===== src/hdl/cdq_pkg.sv =====
// Shared widths, command and error codes, and controller command bundle for the deque.
package cdq_pkg;

   localparam int CMD_W   = 3;
   localparam int VALUE_W = 32;
   localparam int COUNT_W = 8;
   localparam int DATA_W  = 32;
   localparam int OCC_W   = 8;
   localparam int ERR_W   = 2;

   localparam logic [CMD_W-1:0] CMD_PUSH_FRONT = 3'd0;
   localparam logic [CMD_W-1:0] CMD_PUSH_BACK  = 3'd1;
   localparam logic [CMD_W-1:0] CMD_POP_FRONT  = 3'd2;
   localparam logic [CMD_W-1:0] CMD_READ_INDEX = 3'd3;
   localparam logic [CMD_W-1:0] CMD_DROP_FRONT = 3'd4;

   localparam logic [ERR_W-1:0] ERR_OK    = 2'd0;
   localparam logic [ERR_W-1:0] ERR_FULL  = 2'd1;
   localparam logic [ERR_W-1:0] ERR_EMPTY = 2'd2;
   localparam logic [ERR_W-1:0] ERR_RANGE = 2'd3;

   typedef struct packed {
      logic capture;
      logic exec;
      logic load;
   } ctl_type;

endpackage


===== src/hdl/cdq_ctrl.sv =====
// Sequencing state machine: accept, execute, load result register.
module cdq_ctrl import cdq_pkg::*; (
   input  logic    clock,
   input  logic    reset,
   input  logic    req_valid,
   output logic    req_ready,
   output logic    rsp_valid,
   input  logic    rsp_ready,
   output ctl_type ctl
);

   typedef enum logic [1:0] {
      S_IDLE,
      S_EXEC,
      S_LOAD
   } state_type;

   state_type state_ff;
   logic      rsp_valid_ff;
   logic      out_free;

   assign req_ready = (state_ff == S_IDLE);
   assign rsp_valid = rsp_valid_ff;
   // Output register can take a new result when empty or draining this cycle.
   assign out_free  = !rsp_valid_ff || rsp_ready;

   always_comb begin
      ctl.capture = (state_ff == S_IDLE) && req_valid;
      ctl.exec    = (state_ff == S_EXEC);
      ctl.load    = (state_ff == S_LOAD) && out_free;
   end

   always_ff @(posedge clock) begin
      if (reset) begin
         state_ff     <= S_IDLE;
         rsp_valid_ff <= 1'b0;
      end else begin
         case (state_ff)
            S_IDLE: begin
               if (req_valid) state_ff <= S_EXEC;
            end
            S_EXEC: begin
               state_ff <= S_LOAD;
            end
            S_LOAD: begin
               if (out_free) state_ff <= S_IDLE;
            end
            default: begin
               state_ff <= S_IDLE;
            end
         endcase

         if (ctl.load) begin
            rsp_valid_ff <= 1'b1;
         end else if (rsp_ready) begin
            rsp_valid_ff <= 1'b0;
         end
      end
   end

endmodule


===== config.mk =====
export PLATFORM = sky130hd
export DESIGN_NAME = cdq_ctrl
export DESIGN_NICKNAME = d
export VERILOG_FILES = /design/src/hdl/cdq_pkg.sv /design/src/hdl/cdq_ctrl.sv
export SDC_FILE = /design/constraint.sdc
export NUM_CORES = 1
export LEC_CHECK = 0
export ABC_AREA = 1
export BUFFER_PORTS_ARGS = -buffer_cell sky130_fd_sc_hd__buf_4
export CAP_MARGIN = 25
export CORE_AREA = 8 8 45 47
export CTS_BUF_LIST = sky130_fd_sc_hd__clkbuf_4 sky130_fd_sc_hd__clkbuf_8
export CTS_CLUSTER_SIZE = 16
export DETAILED_ROUTE_END_ITERATION = 12
export DIE_AREA = 0 0 53 55
export PLACE_DENSITY = 0.3
export RECOVER_POWER = 100
export SLEW_MARGIN = 10
export SYNTH_ARGS = -nofsm -noshare
export SYNTH_HDL_FRONTEND = slang
export SYNTH_SLANG_ARGS = --single-unit
export TNS_END_PERCENT = 100

===== constraint.sdc =====
create_clock -name clock -period 1.4 [get_ports clock]
set_clock_uncertainty 0.15 [all_clocks]
set_input_delay 0.28 -clock clock [delete_from_list [all_inputs] [get_ports clock]]
set_output_delay 0.28 -clock clock [all_outputs]
set_load 0.01 [all_outputs]

; ---- After elaboration in Yosys (flattened, before gate mapping)
; Index checks and enable logic that the tools add are counted.
[classes]
n_eq_ne = 4
mux = 5
reduce_logical = 7
[ops]
columns = cell, count
row1 = case mux 2 bit (3 select lines), 1
row2 = 2-to-1 mux 2 bit, 2
row3 = inequality test 2 bit (second input constant), 2
row4 = equality test 2 x 1 -> 1 bit (second input constant), 1
row5 = equality test 2 bit (second input constant), 1
row6 = logical AND 1 bit, 2
row7 = logical NOT 2 bit, 1
row8 = 2-to-1 mux 1 bit, 2
row9 = AND reduction 2 bit, 1
row10 = nonzero test 2 bit, 1
row11 = logical NOT 1 bit, 1
row12 = logical OR 1 bit, 1
[word_totals]
regBits = 3
inputBits = 4
out_inout_bits = 5
elab_cells = 18

; ---- Longest topological paths before layout
[logic_depth]
word_depth = 4
depth_mapped = 4
depth_no_buf = 4

; ---- Least setup slack after synthesis
; No wires, ideal clock.
[synth_timing]
path_type = register to output
startpoint = register rsp_valid_ff, in the netlist rsp_valid
endpoint = output port ctl[0] (netlist name)
arrival_time_ps = 709
required_time_ps = 970
path_slack_ps = 261
path_stages_with_launch = 4
n_path_buf = 0
cell_sequence = dfxtp_1 inv_1 nor2_4 nor3_1
[synth_rtl]
columns = item, line_no
row1 = start: declaration, cdq_ctrl.sv:19  ; logic rsp_valid_ff;
row2 = start signal: assignment, cdq_ctrl.sv:36  ; rsp_valid_ff <= 1'b0;
row3 = start signal: assignment, cdq_ctrl.sv:54  ; rsp_valid_ff <= 1'b1;
row4 = start signal: assignment, cdq_ctrl.sv:56  ; rsp_valid_ff <= 1'b0;
row5 = end: declaration, cdq_ctrl.sv:9  ; output ctl_type ctl

==> summary.txt <==
Run status
  • Status: finished, final reports clean

Drt
  • Initial detailed-routing violation count: 3
  • Drt first pass iters: 2
  • Antenna viol nets, final: 0
  • Drt total wl: 385 um
  • Drt via density: 3.19
  • DR WL/cell: 8.19 um
  • DRC Markers: 0
  • Via count: 150

GRT
  • Vias in the first global route: 154
  • Largest net degree at the start of global routing: 5
  • First-pass GRT wire length: 662 um
  • Initial antenna violation count: 0
  • Total GRT Usage: 3.60%
  • Grt ovf: 0

Yosys
  • Synth Area in Compound Gates: 12.6%
  • Seq/Total Area, Yosys: 40.3%
  • Unique masters post-synth: 11
  • Syn nets: 23
  • Post-Synth XOR/XNOR Area: 0%
  • Synthesized cell area: 149 sq um
  • FF+latch count, synth: 3
  • Mapped Cells: 19
  • Synthesis Warnings: 0
  • Largest family of logic cells by synthesized area: simple AND/OR/NAND/NOR gates
  • Post-synthesis mux area share: 0%
  • Adder-Cell Fraction of Synth Area: 0%
  • Simple-Gate Fraction of Synth Area: 31.9%
  • Mean Syn Cell Area: 7.84 sq um

Critical path
  • Crit-path max FO: 4
  • Kind of critical path: reg -> out
  • Startpoint types: flop
  • Crit-path slowest cell: dfxtp_2
  • CP peak stage delay: 310 ps
  • Worst Path Arrival: 910 ps
  • Crit. End Element: primary output
  • Sequence of cells on the critical path: inv_2, nand2_2, nor2_1, buf_4
  • R2R Setup Slk: 520 ps
  • Req. time, crit path: 970 ps

Finish
  • Area grow syn2layout: 76.5%
  • Share of cells above drive strength 1: 67.7%
  • Finished Core Util: 19.0%
  • N_diodes: 0
  • Nets: 36
  • # fillers: 158
  • Multi-input logic area: 73.8 sq um
  • Sequential Area: 62.6 sq um

Placed design
  • I/O Buffers: 8
  • Dpl ws: 235 ps
  • Final GP Congestion: 0.564

Floorplanning
  • Core Rows: 14
  • Boundary Pins: 9
  • Core region area: 1380 sq um
  • Die X: 53 um
  • Die height: 55 um
  • Starting Density: 10.8%
  • Die area: 2920 sq um

Clocking
  • Number of CTS-inserted buffers: 3
  • Clock transition at path regs: 40 ps
  • Root Driver: clkbuf_4
  • Worst-skew pair later-pin latency: 230 ps
  • Bufs on Longest Clock Path: 2
  • H-tree depth: 1
  • Clock sink count: 3
  • TritonCTS clock tree: yes

Timing
  • Setup repair after global routing missed its margin: yes
  • Worst slew pin tran: 153 ps
  • Final hold vios: 0
  • Endpoints failing setup: 0
  • Setup ws final: 63.1 ps
  • Slew Viols, Final: 0
  • Rel. slew slack: 89.9%
  • Fin Hold WS: 68.0 ps
  • Fin crit share: 95.5%
  • Fmax: 748 MHz
  • Min Tclk post-route: 1340 ps

Power
  • Pleak: 0.122 nW
  • PD cells: 1170 nW/um^2
  • Max VDD drop: 0.000548 V

Flow run
  • Max-Cap Viols: 0

Min path
  • Tightest Hold Check Type: in -> reg
## per-layer routing
layer	track usage, %	share of wire, %
met1	3.79	55
met4	1.29	0
met2	3.71	33
met3	5.08	12
met5	0	0
## sequential cells by signal, indices dropped and copies added, names as in the netlist
name and cells:
rsp_valid 1, state_ff 2
## repair_timing
item,4_1_cts,5_1_grt
endpoints found under the hold margin,0,0
setup endpoints to repair,3,3
gates resized for setup,2,2
hold buffers,0,0
buffers inserted,0,0
## Yosys cell counts
cell type / n / share of area (%)
a21oi_2: 1 / 5.9
dfxtp_1: 3 / 40
inv_1: 5 / 13
inv_2: 1 / 2.5
nand2_1: 3 / 7.6
nor2_1: 1 / 2.5
nor2_2: 1 / 4.2
nor2_4: 1 / 7.6
nor3_1: 1 / 3.4
nor3_2: 1 / 6.7
o21ba_2: 1 / 6.7
## cells by family (layout without fill, tap and decap cells)
| logic type | Yosys count | after routing |
|---|---|---|
| AND/OR/NAND/NOR | 8 | 8 |
| buffers and inverters | 6 | 18 |
| AO/OA/AOI/OAI | 2 | 2 |
| flip-flops | 3 | 3 |
## power by group
part	internal, W	switching, W	leakage [nW]
combinational	0.0000220	0.0000223	0.0782
sequential	0.0000906	0.00000315	0.0253
clock	0.000126	0.0000438	0.0184
## worst max-delay path: cells and delay by family, from the launching register on
kind | cells | cell delay, ps
DFF | 1 | 310
buffers and inverters | 2 | 200
and+or+nand+nor | 2 | 160
## area by class of cell
class,count,share of cell area [%]
Clock buffer,4,11.4
Sequential cell,3,23.8
Inverter,6,8.57
Tap cell,16,7.62
Multi-Input combinational cell,10,28.1
Timing Repair Buffer,8,20.5
## cell usage in the layout (no fill, tap or decap), drive strengths merged
master	Yosys	layout
buf	0	6
inv	6	6
clkbuf	0	6
nand2	3	3
dfxtp	3	3
nor2	3	3
nor3	2	2
a21oi	1	1
o21ba	1	1
## worst paths after layout
| kind | startpoint | end | depth (start not counted) |
|---|---|---|---|
| worst min-delay path | reset | state_ff[1]$_SDFFE_PP0P_ | 2 |
| worst min register to register | state_ff[1]$_SDFFE_PP0P_ | state_ff[0]$_SDFFE_PP0P_ | 3 |
| worst max-delay path | state_ff[1]$_SDFFE_PP0P_ | ctl[2] | 4 |
| worst max register to register | rsp_valid$_SDFFE_PP0P_ | rsp_valid$_SDFFE_PP0P_ | 3 |
## through the flow
step           cell area [sq um]  std cells  TNS [ps]  power [W]
2_1_floorplan                149         19         0   0.000115
3_3_place_gp                 229         43         0   0.000140
3_5_place_dp                 229         43         0   0.000140
4_1_cts                      265         47         0   0.000319
5_1_grt                      263         47     -7.54   0.000333
6_report                     263         47         0   0.000308
Power figures use the tool's default switching activity.
